<file path="config.mk">
export PLATFORM = sky130hd
export DESIGN_NAME = multi_channel_quadrature_counter_top
export DESIGN_NICKNAME = d
export VERILOG_FILES = /design/src/qec_pkg.sv /design/src/qec_lane.sv /design/src/qec_merge.sv /design/src/multi_channel_quadrature_counter_top.sv
export SDC_FILE = /design/constraint.sdc
export NUM_CORES = 1
export LEC_CHECK = 0
export ABC_AREA = 0
export BUFFER_PORTS_ARGS = -buffer_cell sky130_fd_sc_hd__buf_2
export CORE_MARGIN = 2
export CORE_UTILIZATION = 65
export DETAILED_ROUTE_END_ITERATION = 7
export PLACE_DENSITY = 0.95
export SLEW_MARGIN = 20
export SYNTH_ARGS = -nofsm -noshare
export SYNTH_HDL_FRONTEND = slang
export SYNTH_SLANG_ARGS = --single-unit
</file>
<file path="constraint.sdc">
create_clock -name clock -period 17.45 [get_ports clock]
set_clock_uncertainty 0.1 [all_clocks]
set_input_delay 0.8725 -clock clock [delete_from_list [all_inputs] [get_ports clock]]
set_output_delay 0.8725 -clock clock [all_outputs]
set_load 0.03 [all_outputs]
</file>
<file path="src/qec_pkg.sv">
package qec_pkg;

   localparam int PIN_BITS        = 5;
   localparam int OUT_FIELDS      = 5;
   localparam int OUT_WIDTH       = 32;
   localparam int SUB_WIDTH       = 16;
   localparam int DIV_WIDTH       = 15;
   localparam int DIVIDED_CHANNEL = 4;
   localparam int REQ_DATA_WIDTH  = 16;
   localparam int RSP_DATA_WIDTH  = OUT_FIELDS * OUT_WIDTH;
   localparam int CSR_ADDR_WIDTH  = 3;
   localparam int CSR_DATA_WIDTH  = 32;

   localparam logic [0:0] CSR_INVERT_MASK = 1'd0;
   localparam logic [0:0] CSR_DIVIDER     = 1'd1;

   localparam logic [DIV_WIDTH-1:0] DIVIDER_RESET = 15'd100;

   typedef struct packed {
      logic a;
      logic b;
      logic prev_a;
      logic clear;
      logic invert;
   } lane_pins_type;

endpackage

</file>
<file path="src/qec_lane.sv">
module qec_lane #(
   parameter int COUNT_WIDTH = 32,
   parameter bit DIVIDED     = 1'b0
) (
   input  logic                            clock,
   input  logic                            reset,
   input  logic                            accept,
   input  qec_pkg::lane_pins_type          pins,
   input  logic [qec_pkg::DIV_WIDTH-1:0]   divider,
   output logic [COUNT_WIDTH-1:0]          count_next
);

   logic [COUNT_WIDTH-1:0] count_ff;
   logic [COUNT_WIDTH-1:0] count_in;
   logic [COUNT_WIDTH-1:0] count_up;
   logic [COUNT_WIDTH-1:0] count_down;
   logic                   moved;
   logic                   up;

   assign moved      = pins.a ^ pins.prev_a;
   assign up         = ~(pins.a ^ pins.b) ^ pins.invert;
   assign count_up   = count_ff + COUNT_WIDTH'(1);
   assign count_down = count_ff - COUNT_WIDTH'(1);
   assign count_next = count_in;

   generate
      if (DIVIDED) begin : g_divided
         localparam int SumWidth = qec_pkg::SUB_WIDTH + 1;

         logic signed [qec_pkg::SUB_WIDTH-1:0] sub_ff;
         logic signed [qec_pkg::SUB_WIDTH-1:0] sub_in;
         logic signed [SumWidth-1:0]           sub_sum;
         logic signed [SumWidth-1:0]           div_pos;
         logic signed [SumWidth-1:0]           div_neg;
         logic [qec_pkg::DIV_WIDTH-1:0]        div_eff;

         // A divider of zero behaves as a divider of one.
         assign div_eff = (divider == '0) ? qec_pkg::DIV_WIDTH'(1) : divider;
         assign div_pos = signed'({{(SumWidth - qec_pkg::DIV_WIDTH){1'b0}}, div_eff});
         assign div_neg = -div_pos;
         assign sub_sum = {sub_ff[qec_pkg::SUB_WIDTH-1], sub_ff}
                        + (up ? SumWidth'(1) : {SumWidth{1'b1}});

         always_comb begin
            count_in = count_ff;
            sub_in   = sub_ff;
            if (accept) begin
               if (pins.clear) begin
                  count_in = '0;
                  sub_in   = '0;
               end else if (moved) begin
                  if (sub_sum >= div_pos) begin
                     count_in = count_up;
                     sub_in   = qec_pkg::SUB_WIDTH'(sub_sum - div_pos);
                  end else if (sub_sum <= div_neg) begin
                     count_in = count_down;
                     sub_in   = qec_pkg::SUB_WIDTH'(sub_sum + div_pos);
                  end else begin
                     sub_in   = qec_pkg::SUB_WIDTH'(sub_sum);
                  end
               end
            end
         end

         always_ff @(posedge clock) begin
            if (reset) begin
               sub_ff <= '0;
            end else begin
               sub_ff <= sub_in;
            end
         end
      end else begin : g_plain
         always_comb begin
            count_in = count_ff;
            if (accept) begin
               if (pins.clear) begin
                  count_in = '0;
               end else if (moved) begin
                  count_in = up ? count_up : count_down;
               end
            end
         end
      end
   endgenerate

   always_ff @(posedge clock) begin
      if (reset) begin
         count_ff <= '0;
      end else begin
         count_ff <= count_in;
      end
   end

   a_clear_zeroes: assert property (@(posedge clock) disable iff (reset)
      (accept && pins.clear) |=> (count_ff == '0))
      else $error("Count is not zero after a clear.");

   a_idle_holds: assert property (@(posedge clock) disable iff (reset)
      !accept |=> $stable(count_ff))
      else $error("Count changed without an accepted item.");

   a_no_edge_holds: assert property (@(posedge clock) disable iff (reset)
      (accept && !pins.clear && !moved) |=> $stable(count_ff))
      else $error("Count changed without an A edge.");

endmodule

</file>
<file path="src/qec_merge.sv">
module qec_merge #(
   parameter int LANES       = 5,
   parameter int COUNT_WIDTH = 32
) (
   input  logic                                     clock,
   input  logic                                     reset,
   input  logic                                     load,
   input  logic [LANES-1:0][COUNT_WIDTH-1:0]        counts,
   input  logic                                     rsp_tready,
   output logic                                     rsp_tvalid,
   output logic [qec_pkg::RSP_DATA_WIDTH-1:0]       rsp_tdata,
   output logic                                     space
);

   logic [qec_pkg::OUT_FIELDS-1:0][qec_pkg::OUT_WIDTH-1:0] fields;
   logic [qec_pkg::RSP_DATA_WIDTH-1:0]                     tdata_ff;
   logic                                                   tvalid_ff;
   logic                                                   tvalid_in;

   generate
      for (genvar i = 0; i < qec_pkg::OUT_FIELDS; i++) begin : g_field
         if (i >= LANES) begin : g_absent
            assign fields[i] = '0;
         end else if (COUNT_WIDTH >= qec_pkg::OUT_WIDTH) begin : g_trunc
            assign fields[i] = counts[i][qec_pkg::OUT_WIDTH-1:0];
         end else begin : g_extend
            assign fields[i] = {{(qec_pkg::OUT_WIDTH - COUNT_WIDTH){counts[i][COUNT_WIDTH-1]}},
                                counts[i]};
         end
      end
   endgenerate

   assign space     = !tvalid_ff || rsp_tready;
   assign tvalid_in = load || (tvalid_ff && !rsp_tready);

   always_ff @(posedge clock) begin
      if (reset) begin
         tvalid_ff <= 1'b0;
      end else begin
         tvalid_ff <= tvalid_in;
      end
   end

   always_ff @(posedge clock) begin
      if (load) begin
         tdata_ff <= fields;
      end
   end

   assign rsp_tvalid = tvalid_ff;
   assign rsp_tdata  = tdata_ff;

endmodule

</file>
<file path="src/multi_channel_quadrature_counter_top.sv">
// Channel   Direction   Payload
// req       in          a_levels, b_levels, clear_mask (one pin sample)
// rsp       out         count_zero .. count_four (counts after the sample)
// csr       in/out      invert_mask at 0x0, channel4_divider at 0x4
//
// One item is accepted every cycle while the output is free or being read;
// its result appears in the cycle after. Each channel lane updates its count
// in the accepting cycle and the output register holds the merged result.
// Reset clears all counts and the channel four sub-count, sets the stored
// A levels high, and loads the registers with their reset values.
// A stalled result holds req_tready low only while it is not taken.
module multi_channel_quadrature_counter_top #(
   parameter int CHANNELS    = 5,
   parameter int COUNT_WIDTH = 32
) (
   input  logic                                 clock,
   input  logic                                 reset,
   // a_levels [4:0], b_levels [9:5], clear_mask [14:10], zero fill [15].
   input  logic [qec_pkg::REQ_DATA_WIDTH-1:0]   req_tdata,
   input  logic                                 req_tvalid,
   output logic                                 req_tready,
   // count_zero [31:0], count_one [63:32], count_two [95:64],
   // count_three [127:96], count_four [159:128].
   output logic [qec_pkg::RSP_DATA_WIDTH-1:0]   rsp_tdata,
   output logic                                 rsp_tvalid,
   input  logic                                 rsp_tready,
   input  logic                                 csr_psel,
   input  logic                                 csr_penable,
   input  logic                                 csr_pwrite,
   input  logic [qec_pkg::CSR_ADDR_WIDTH-1:0]   csr_paddr,
   input  logic [qec_pkg::CSR_DATA_WIDTH-1:0]   csr_pwdata,
   output logic [qec_pkg::CSR_DATA_WIDTH-1:0]   csr_prdata,
   output logic                                 csr_pready
);

   localparam int LANES = (CHANNELS < qec_pkg::OUT_FIELDS) ? CHANNELS : qec_pkg::OUT_FIELDS;

   logic [qec_pkg::PIN_BITS-1:0]            a_levels;
   logic [qec_pkg::PIN_BITS-1:0]            b_levels;
   logic [qec_pkg::PIN_BITS-1:0]            clear_mask;
   logic [qec_pkg::PIN_BITS-1:0]            prev_a_ff;
   logic [qec_pkg::PIN_BITS-1:0]            prev_a_in;
   logic [qec_pkg::PIN_BITS-1:0]            invert_ff;
   logic [qec_pkg::PIN_BITS-1:0]            invert_in;
   logic [qec_pkg::DIV_WIDTH-1:0]           divider_ff;
   logic [qec_pkg::DIV_WIDTH-1:0]           divider_in;
   logic                                    accept;
   logic                                    space;
   logic                                    csr_write;
   logic [0:0]                              csr_index;
   logic [LANES-1:0][COUNT_WIDTH-1:0]       counts;

   assign a_levels   = req_tdata[4:0];
   assign b_levels   = req_tdata[9:5];
   assign clear_mask = req_tdata[14:10];

   assign req_tready = space;
   assign accept     = req_tvalid && space;

   assign csr_pready = 1'b1;
   assign csr_index  = csr_paddr[2:2];
   assign csr_write  = csr_psel && csr_penable && csr_pwrite && csr_pready;

   always_comb begin
      invert_in  = invert_ff;
      divider_in = divider_ff;
      if (csr_write) begin
         case (csr_index)
            qec_pkg::CSR_INVERT_MASK: invert_in  = csr_pwdata[qec_pkg::PIN_BITS-1:0];
            qec_pkg::CSR_DIVIDER:     divider_in = csr_pwdata[qec_pkg::DIV_WIDTH-1:0];
            default: ;
         endcase
      end
   end

   always_comb begin
      case (csr_index)
         qec_pkg::CSR_INVERT_MASK: csr_prdata = qec_pkg::CSR_DATA_WIDTH'(invert_ff);
         qec_pkg::CSR_DIVIDER:     csr_prdata = qec_pkg::CSR_DATA_WIDTH'(divider_ff);
         default:                  csr_prdata = '0;
      endcase
   end

   assign prev_a_in = accept ? a_levels : prev_a_ff;

   always_ff @(posedge clock) begin
      if (reset) begin
         prev_a_ff  <= '1;
         invert_ff  <= '0;
         divider_ff <= qec_pkg::DIVIDER_RESET;
      end else begin
         prev_a_ff  <= prev_a_in;
         invert_ff  <= invert_in;
         divider_ff <= divider_in;
      end
   end

   generate
      for (genvar i = 0; i < LANES; i++) begin : g_lane
         qec_pkg::lane_pins_type pins;

         assign pins.a      = a_levels[i];
         assign pins.b      = b_levels[i];
         assign pins.prev_a = prev_a_ff[i];
         assign pins.clear  = clear_mask[i];
         assign pins.invert = invert_ff[i];

         qec_lane #(
            .COUNT_WIDTH (COUNT_WIDTH),
            .DIVIDED     (i == qec_pkg::DIVIDED_CHANNEL)
         ) u_lane (
            .clock      (clock),
            .reset      (reset),
            .accept     (accept),
            .pins       (pins),
            .divider    (divider_ff),
            .count_next (counts[i])
         );
      end
   endgenerate

   qec_merge #(
      .LANES       (LANES),
      .COUNT_WIDTH (COUNT_WIDTH)
   ) u_merge (
      .clock      (clock),
      .reset      (reset),
      .load       (accept),
      .counts     (counts),
      .rsp_tready (rsp_tready),
      .rsp_tvalid (rsp_tvalid),
      .rsp_tdata  (rsp_tdata),
      .space      (space)
   );

endmodule

</file>
# Word-level counts from Yosys, hierarchy flattened
# Cells that the tools add are included.
[op_classes] n_addsub=14 magnitude_cmp=2 n_mux=28 bitwise_logic=21 reduce_logical=13
[op_table] cell="$mux 32" count=21
[op_table] cell="$add 32x1->32 const B" count=5
[op_table] cell="$sub 32x1->32 const B" count=5
[op_table] cell="$mux 16" count=4
[op_table] cell="$pmux 32 s2" count=1
[op_table] cell="$add 17x17->17" count=1
[op_table] cell="$ge 17x16->1" count=1
[op_table] cell="$le 17x17->1" count=1
[op_table] cell="$mux 17" count=1
[op_table] cell="$neg 15->17" count=1
[op_table] cell="$add 16x16->16" count=1
[op_table] cell="$sub 16x16->16" count=1
[op_table] cell="$logic_not 15->1" count=1
[op_table] cell="$mux 15" count=1
[op_table] cell="$xor 1x1->1" count=15
[op_table] cell="$not 1->1" count=6
[op_table] cell="$reduce_and 2->1" count=3
[op_table] cell="$logic_and 1x1->1" count=4
[op_table] cell="$logic_not 1->1" count=2
[op_table] cell="$logic_or 1x1->1" count=2
[op_table] cell="$reduce_bool 2->1" count=1
[word_totals] regBits=362 input_bits=58 output_inout_bits=195 elab_cells=89

# Longest topological paths before layout
# Gate-level depths: netlist (run 1).
[depth] depth_word=11 depth_mapped=26

# By module
# From an unflattened synthesis (run 1), not the netlist that was laid out.
[unflattened] hier_cells=3057 area_unflattened_um2=25573.3
[by_module_without_submodules] module="qec_lane at g_lane[0].u_lane ..." n_inst=4 cells_each=472 area_each_um2=3313.2 seq_area_each_um2=640.6
[by_module_without_submodules] module="qec_lane at g_lane[4].u_lane" n_inst=1 cells_each=866 area_each_um2=6118.4 seq_area_each_um2=960.9
[by_module_without_submodules] module="qec_merge" n_inst=1 cells_each=164 area_each_um2=4850.9 seq_area_each_um2=4824.6
[by_module_without_submodules] module="multi_channel_quadrature_counter_top" n_inst=1 cells_each=139 area_each_um2=1351.3 seq_area_each_um2=500.5

# Worst setup path after synthesis (run 1)
# OpenSTA, ideal clock, no wires.
[synth_timing] path_type="input -> register" from="in rsp_tready" to="reg u_merge.tdata_ff (netlist bit u_merge.rsp_tdata[73]) (data pin)" setup_ps=270 t_arrival_ps=8524 required_ps=17080 setup_slack_ps=8556 path_stages=6 cell_sequence="nand2b_1 nand2_1 inv_1 clkbuf_1 o21ai_0 a32o_1"
[synth_rtl] item="from (decl)" line="multi_channel_quadrature_counter_top.sv:26" source="input logic rsp_tready,"
[synth_rtl] item="to (signal assigned)" line="qec_merge.sv:46" source="tdata_ff <= fields;"
[synth_rtl] item="to (decl)" line="qec_merge.sv:16" source="logic [qec_pkg::RSP_DATA_WIDTH-1:0] tdata_ff;"

==> results of run 1 <==
[stage by stage]
| step | hold WS (ps) | power (uW) | setup WS, ps | instance area [um2] |
|---|---|---|---|---|
| 2_1_floorplan | 346 | 2950 | 8560 | 23200 |
| 3_3_place_gp | 366 | 3440 | 10200 | 24400 |
| 3_5_place_dp | 379 | 3500 | 10040 | 24400 |
| 4_1_cts | 385 | 4430 | 10460 | 25800 |
| 5_1_grt | 403 | 4740 | 9950 | 25800 |
| 6_report | 384 | 4480 | 10300 | 25800 |
[worst reg2reg max path: stages, from the launching register on]
cell and delay (ps):
sky130_fd_sc_hd__dfxtp_1 320, sky130_fd_sc_hd__xnor3_1 980, sky130_fd_sc_hd__xnor2_1 220, sky130_fd_sc_hd__ha_1 320, sky130_fd_sc_hd__nand3_1 180, sky130_fd_sc_hd__nor2_1 170, sky130_fd_sc_hd__a21boi_1 90, sky130_fd_sc_hd__o22ai_2 290
sky130_fd_sc_hd__nand2b_1 190, sky130_fd_sc_hd__nor3_1 50, sky130_fd_sc_hd__o21bai_1 180, sky130_fd_sc_hd__xor2_1 390, sky130_fd_sc_hd__ha_1 340, sky130_fd_sc_hd__a21o_1 200, sky130_fd_sc_hd__a2111oi_2 440, sky130_fd_sc_hd__nand3b_1 180
sky130_fd_sc_hd__o311a_1 500, sky130_fd_sc_hd__nor2_1 690, sky130_fd_sc_hd__nand3_2 240, sky130_fd_sc_hd__o41ai_1 460, sky130_fd_sc_hd__xnor2_1 220, sky130_fd_sc_hd__nor2_1 80
[layer usage]
| layer | share of wire [%] | up-vias | routed length [um] | track usage [%] |
|---|---|---|---|---|
| li1 | - | 9717 | - | - |
| met1 | 39 | 9924 | 24700 | 40.8 |
| met2 | 49 | 1127 | 30500 | 57.8 |
| met3 | 7.9 | 214 | 4960 | 4.98 |
| met4 | 4.0 | 0 | 2520 | 15.9 |
| met5 | 0 | - | 0 | 0 |
[state kept, by name, indices dropped and copies added (netlist names)]
register,flops
g_lane.u_lane.count_ff,160
u_merge.rsp_tdata,160
g_lane.u_lane.g_divided.sub_ff,16
divider_ff,15
invert_ff,5
prev_a_ff,5
u_merge.rsp_tvalid,1
[layout by cell type, fill, tap and decap left out, types with 31 or more instances in the layout]
cell type                   synthesis  routed
sky130_fd_sc_hd__a22oi_1           41      41
sky130_fd_sc_hd__nand2_1          243     242
sky130_fd_sc_hd__nor3_1            76      76
sky130_fd_sc_hd__a21oi_1          191     191
sky130_fd_sc_hd__a21o_1            79      79
sky130_fd_sc_hd__and2_1           104     104
sky130_fd_sc_hd__clkbuf_16          0      42
sky130_fd_sc_hd__inv_1             76      73
sky130_fd_sc_hd__dfxtp_1          202     202
sky130_fd_sc_hd__and3_1            31      31
sky130_fd_sc_hd__xnor2_1          117     114
sky130_fd_sc_hd__nand3_1           60      60
sky130_fd_sc_hd__xor2_1            62      62
sky130_fd_sc_hd__buf_2              8     214
sky130_fd_sc_hd__nor2_1           228     225
sky130_fd_sc_hd__edfxtp_1         160     160
sky130_fd_sc_hd__ha_1             170     170
sky130_fd_sc_hd__o21ai_0          138     138
[kinds of logic (layout without fill, tap and decap cells)]
kind of cell | count (synthesis) | in the layout | synth area share (%)
AOI/OAI and AO/OA | 707 | 707 | 20.4
xor gates and xnor gates | 180 | 180 | 6.89
adders and majority gates | 176 | 176 | 9.73
buffers and inverters | 218 | 386 | 3.93
DFF | 362 | 362 | 38.3
muxes | 31 | 31 | 1.38
other | 2 | 19 | 0.0325
and+or+nand+nor | 911 | 911 | 19.4
[layout make-up]
type	count	area [um2]	share of cell area [%]
sequential	362	8850	34.3
inverter	77	294	1.14
clock buffer	51	1120	4.35
tap	461	577	2.23
timing repair buffer	236	1260	4.86
clock inverter	22	292	1.13
multi-input combinational	2024	13400	52.0
[worst min path at each step]
stage	to	slack, ps	cells past startpoint
after floorplan	divider_ff[0]	350	2
after global placement	g_lane[0].u_lane.count_ff[31]	370	2
after detailed placement	prev_a_ff[4]	380	2
after CTS	prev_a_ff[4]	390	2
after global routing	prev_a_ff[4]	400	2
final	prev_a_ff[4]	380	2
[where the power goes]
group	switching [uW]	total, uW	internal, uW
registers	102	1140	1030
clock network	358	907	549
logic	1580	2440	855
==> impl_results.md, run 1 <==
* Pin count of the biggest net entering global routing at 104
* Worst slew margin relative to its limit at 31.2%
* Antenna violations before repair at 0
* Final Core Density at 73.2%
* Wire length of the first global-routing pass at 100000 um
* Number of storage elements in the synthesis netlist at 362
* Root buffer cell: sky130_fd_sc_hd__clkbuf_16
* Signal arrival time at the worst endpoint at 7350 ps
* Area added between synthesis and finish at 11.9%
* IO buf count at 214
* Post-route clock period utilization at 41.0%
* Post-Synthesis Cell Area at 0.0231 mm2
* Syn. warnings at 0
* Initial DRC Count at 2078
* Power density cells at 173 mW/mm2
* Vias in the first global route at 20300
* CTS sink count at 362
* Maximum Capacitance Violations at 0
* Final routed wirelength across all metal layers at 62700 um
* Cell types with the largest area share after synthesis: sky130_fd_sc_hd__edfxtp_1, sky130_fd_sc_hd__dfxtp_1, sky130_fd_sc_hd__ha_1, sky130_fd_sc_hd__xnor2_1, sky130_fd_sc_hd__a21oi_1
* Post-DRT Antenna Nets at 0
* Kind of capture point of the worst setup path: flip-flop
* Number of buffers inserted by post-CTS setup repair at 0
* Area of the placeable core at 0.0353 mm2
* Post-Layout Cell Count at 3233
* Logic depth of the worst path, buffers included at 22
* Number of hold-repair buffers added at the cts stage at 0
* Die outline area at 0.0371 mm2
* Kind of start point of the critical path: input pin
* Critical Path Most Common Cell: sky130_fd_sc_hd__nor2_1
* TritonCTS Buffers at 40
* Global router's overall resource usage at 33.4%
* Required time at the endpoint of the critical path at 17650 ps
* Most frequent cell after synthesis: sky130_fd_sc_hd__nand2_1
* EDFF count, synth at 160
* Routed wire length per instance at 19.4 um
* Worst vdd rail ir drop at 0.236 mV
* Detailed-routing iteration count for the pre-antenna-repair pass at 8
* H-tree lvl count at 2
* Fin Setup TNS at 0 ps
* Leftover overflow at the end of global routing at 0
* Post-synth ARST share at 0%
* Post-detailed-route via-to-cell ratio at 6.49
* Routability-driven placement congestion ratio at 0.930
* CP delay by family, top: compound AO/OA/AOI/OAI gates
* Clock latency on the worst-skew pair at 570 ps
* Mapped Cells at 2587
* Minimum setup slack among reg-to-reg paths at 10370 ps
* Cell leakage power at 0.0113 uW
* CTS tree: yes
* Critical Path Fanout Max at 21
* Shortest clock period the worst path allows after layout at 7150 ps
* Site row count at 69
* Most used flip-flop cell after synthesis: sky130_fd_sc_hd__dfxtp_1
* Worst stage delay on the critical path at 910 ps
* Startpoint of the tightest hold check path: prev_a_ff[4]
* Worst flop-to-flop path startpoint: invert_ff[4]
* Cell chain of the critical path: buf_2, xnor3_1, xnor2_1, ha_1, nand3_1, nor2_1, a21boi_1, o22ai_2, nand2b_1, nor3_1, o21bai_1, xor2_1, ha_1, a21o_1, a2111oi_2, nand3b_1, o311a_1, nor2_1, nand3_2, o41ai_1, xnor2_1, nor2_1
* Synth cell count leaders: sky130_fd_sc_hd__nand2_1, sky130_fd_sc_hd__nor2_1, sky130_fd_sc_hd__dfxtp_1
* Antenna diode count at 0
* R2r endpoint: u_merge.rsp_tdata[155]
* Number of cell instances on the worst register-to-register path at 21
* HPWL after detailed placement at 43200 um
* Synthesized area per cell at 8.93 um2
* Fraction of final layout cells with drive strength greater than 1 at 12.6%
* Kind of path behind the tightest hold check: flip-flop to flip-flop
* Sequential share of the synthesized area at 38.3%
* Post-placement cell count at 3159
* Number of buffers between clock root and the deepest sink at 3
* Nets at 2975
* Via count of the routed design at 21000
* WS Path Type: input pin to flip-flop
* DR DRC count at 0
* Number of pins exceeding their max-slew limit in the final report at 0
* CTS resizes at 0
* Master of the slowest instance on the critical path: sky130_fd_sc_hd__xnor3_1
* DIE HEIGHT at 193 um
* Number of top-level pins at 253
* Outcome: finished, final reports clean
* FMAX at 140 MHz
* Area leader, netlist: sky130_fd_sc_hd__edfxtp_1
* Fillers at 2471
* Worst setup endpoint: u_merge.rsp_tdata[155]
* Number of buffer and inverter instances along the worst setup path at 1
* Die extent in x at 193 um
* Yosys cell types at 91
* Critical path startpoint: req_tdata[4]
* Starting utilization of the core area at 65.4%
* Share of the synthesized area in the top cell type at 20.8%
* Finish-stage setup viols at 0
* Setup repair after global routing missed its margin: no
* CTS clock-pin slew for the worst setup and hold paths at 60 ps
* Slew of the pin with the lowest slew margin at 1030 ps
* Hold Vio Cnt, Final at 0
Power figures use the tool's default switching activity.
==> run 2: changes to the inputs <==
--- a/config.mk
+++ b/config.mk
@@ -8,9 +8,9 @@
 export ABC_AREA = 0
 export BUFFER_PORTS_ARGS = -buffer_cell sky130_fd_sc_hd__buf_2
 export CORE_MARGIN = 2
-export CORE_UTILIZATION = 65
+export CORE_UTILIZATION = 54
 export DETAILED_ROUTE_END_ITERATION = 7
-export PLACE_DENSITY = 0.95
+export PLACE_DENSITY = 0.89
 export SLEW_MARGIN = 20
 export SYNTH_ARGS = -nofsm -noshare
 export SYNTH_HDL_FRONTEND = slang
==> constraint.sdc (replaced) <==
create_clock -name clock -period 6 [get_ports clock]
set_clock_uncertainty 0.1 [all_clocks]
set_input_delay 0.3 -clock clock [delete_from_list [all_inputs] [get_ports clock]]
set_output_delay 0.3 -clock clock [all_outputs]
set_load 0.03 [all_outputs]
==> run 2 against run 1 <==
Global-route usage down 5.1 points. Core utilization down 11 points. Die area grew 20%. Count of clock-buffer cells in the layout is the same. Clock power rose to 2.9 times the previous value. Sequential cell count unchanged. Largest cell class unchanged.
==> impl_results.md, run 2 (synthesized netlist as in run 1, its figures left out) <==
* CTS tree: yes (unchanged)
* Antenna violations before repair at 2 (was 0)
* Worst slew margin relative to its limit at 26.4% (was 31.2%)
* Root buffer cell: sky130_fd_sc_hd__clkbuf_16 (unchanged)
* Worst hold path depth at 2 (unchanged)
* Final Core Density at 62.5% (was 73.2%)
* Pin count of the biggest net entering global routing at 68 (was 104)
* Kind of start point of the critical path: input pin (unchanged)
* Wire length of the first global-routing pass at 103000 um (was 100000 um)
* CTS clock-pin slew for the worst setup and hold paths at 60 ps (about the same)
* Post-detailed-route via-to-cell ratio at 6.23 (was 6.49)
* Leftover overflow at the end of global routing at 0 (unchanged)
* Number of buffers between clock root and the deepest sink at 3 (unchanged)
* Worst flop-to-flop path startpoint: invert_ff[4] (unchanged)
* DIE HEIGHT at 211 um (was 193 um)
* Area of the placeable core at 0.0420 mm2 (was 0.0353 mm2)
* DR DRC count at 0 (unchanged)
* Startpoint of the tightest hold check path: req_tdata[10] (was prev_a_ff[4])
* Die outline area at 0.0444 mm2 (was 0.0371 mm2)
* Detailed-routing iteration count for the pre-antenna-repair pass at 8 (unchanged)
* Post-DRT Antenna Nets at 0 (unchanged)
* Power density cells at 507 mW/mm2 (was 173 mW/mm2)
* Min-Delay Endpoint: g_lane[0].u_lane.count_ff[15] (was prev_a_ff[4])
* Critical Path Most Common Cell: sky130_fd_sc_hd__a21oi_1 (was sky130_fd_sc_hd__nor2_1)
* Nets at 3017 (was 2975)
* H-tree lvl count at 2 (unchanged)
* R2r endpoint: g_lane[4].u_lane.g_divided.sub_ff[5] (was u_merge.rsp_tdata[155])
* Worst stage delay on the critical path at 530 ps (was 910 ps)
* Most frequent cells in the layout: sky130_fd_sc_hd__nand2_1, sky130_fd_sc_hd__nor2_1, sky130_fd_sc_hd__buf_2, sky130_fd_sc_hd__dfxtp_1, sky130_fd_sc_hd__a21oi_1 (unchanged)
* Starting utilization of the core area at 54.9% (was 65.4%)
* Final routed wirelength across all metal layers at 64100 um (was 62700 um)
* CTS sink count at 362 (unchanged)
* Kind of capture point of the worst setup path: flip-flop (unchanged)
* IO buf count at 214 (unchanged)
* CP delay by family, top: compound AO/OA/AOI/OAI gates (unchanged)
* Number of cell instances on the worst register-to-register path at 22 (was 21)
* Fraction of final layout cells with drive strength greater than 1 at 13.3% (was 12.6%)
* Post-place instance area at 0.0246 mm2 (was 0.0244 mm2)
* Die extent in x at 211 um (was 193 um)
* Global router's overall resource usage at 28.3% (was 33.4%)
* Master of the slowest instance on the critical path: sky130_fd_sc_hd__dlygate4sd3_1 (was sky130_fd_sc_hd__xnor3_1)
* Outcome: finished, final reports clean (unchanged)
* Fin Setup TNS at 0 ps (unchanged)
* Initial DRC Count at 1818 (was 2078)
* Setup repair after global routing missed its margin: no (unchanged)
* Number of pins exceeding their max-slew limit in the final report at 0 (unchanged)
* Routability-driven placement congestion ratio at 1.01 (was 0.930)
* Slew of the pin with the lowest slew margin at 1100 ps (was 1030 ps)
* Vias in the first global route at 20300 (about the same)
* Signal arrival time at the worst endpoint at 6120 ps (was 7350 ps)
* Number of buffer and inverter instances along the worst setup path at 5 (was 1)
* FMAX at 175 MHz
* Area added between synthesis and finish at 13.8% (was 11.9%)
* HPWL after detailed placement at 45100 um (was 43200 um)
* Cell chain of the critical path: dlygate4sd3_1, buf_2, xnor3_1, xnor2_1, ha_1, nand3_1, nor2_1, a21boi_1, o22ai_2, buf_4, mux2i_1, xor2_1, buf_4, ha_1, nand4_1, or2_2, a21oi_1, o311a_1, a21oi_1, buf_4, a221o_1, a21oi_1, a21oi_1, o2bb2ai_1 (was buf_2, xnor3_1, xnor2_1, ha_1, nand3_1, nor2_1, a21boi_1, o22ai_2, nand2b_1, nor3_1, o21bai_1, xor2_1, ha_1, a21o_1, a2111oi_2, nand3b_1, o311a_1, nor2_1, nand3_2, o41ai_1, xnor2_1, nor2_1)
* Antenna diode count at 0 (unchanged)
* Cell leakage power at 0.0115 uW (was 0.0113 uW)
* WS Path Type: input pin to flip-flop (unchanged)
* Clock latency on the worst-skew pair at 570 ps (about the same)
* Number of top-level pins at 253 (unchanged)
* Finish-stage setup viols at 0 (unchanged)
* Hold Vio Cnt, Final at 0 (unchanged)
* TritonCTS Buffers at 41 (was 40)
* Via count of the routed design at 20900 (was 21000)
* Fillers at 3401 (was 2471)
* Minimum setup slack among reg-to-reg paths at 310 ps (was 10370 ps)
* Post-route cell area at 0.0263 mm2 (was 0.0258 mm2)
* Required time at the endpoint of the critical path at 6390 ps (was 17650 ps)
* Critical Path Fanout Max at 13 (was 21)
* Site row count at 75 (was 69)
* Routed wire length per instance at 19.1 um (was 19.4 um)
* Post-route clock period utilization at 95.4%
* Number of buffers inserted by post-CTS setup repair at 0 (unchanged)
* Shortest clock period the worst path allows after layout at 5730 ps
* Worst vdd rail ir drop at 0.874 mV (was 0.236 mV)
* Kind of path behind the tightest hold check: input pin to flip-flop (was flip-flop to flip-flop)
* Most common library cell in the layout ignoring fill and taps: sky130_fd_sc_hd__nand2_1 (unchanged)
* Maximum Capacitance Violations at 0 (unchanged)
[run 2: how the worst max path moves through the flow]
stage	from	to	slack (ps)	cells past startpoint
after CTS	invert_ff[4]	u_merge.rsp_tdata[156]	330	21
after detailed placement	req_tdata[4]	u_merge.rsp_tdata[156]	300	22
final	req_tdata[4]	g_lane[4].u_lane.g_divided.sub_ff[5]	270	24
after floorplan	invert_ff[4]	u_merge.rsp_tdata[153]	380	24
after global placement	req_tdata[4]	u_merge.rsp_tdata[156]	410	22
after global routing	req_tdata[4]	u_merge.rsp_tdata[156]	10	23
[run 2: repair_timing]
item / CTS / global route
endpoints found under the setup margin: 0 / 32
endpoints found under the hold margin: 27 / 0
gates resized for setup: 0 / 4
hold buffers: 22 / 0
[run 2: area by class of cell]
type	instances	area [um2]	area share [%]
clock buffer	51	1160	4.42
clock inverter	24	236	0.900
inverter	77	294	1.12
multi-input combinational	2024	13500	51.3
sequential	362	8850	33.7
tap	539	674	2.57
timing repair buffer	277	1600	6.08
[run 2: stage by stage]
step | std cells | power [uW] | setup WS (ps) | hold slack (ps)
floorplan | 2604 | 8580 | 380 | 324
global placement | 3257 | 10200 | 407 | 362
detailed placement | 3257 | 10400 | 296 | 379
CTS | 3354 | 13100 | 329 | 88.0
global route | 3354 | 14000 | 11.4 | 126
finish | 3354 | 13300 | 273 | 116
[run 2: layer usage]
metal	wire [um]	vias up	GRT usage (%)
met3	5210	184	5.06
met1	25800	9901	35.3
li1	-	9820	-
met4	2410	2	12.3
met5	13	-	0
met2	30700	996	48.3
[run 2: power by group]
| part | switching [uW] | internal, uW | total [uW] |
|---|---|---|---|
| sequential | 314 | 3010 | 3320 |
| combinational | 4800 | 2620 | 7420 |
| clock | 1070 | 1520 | 2590 |
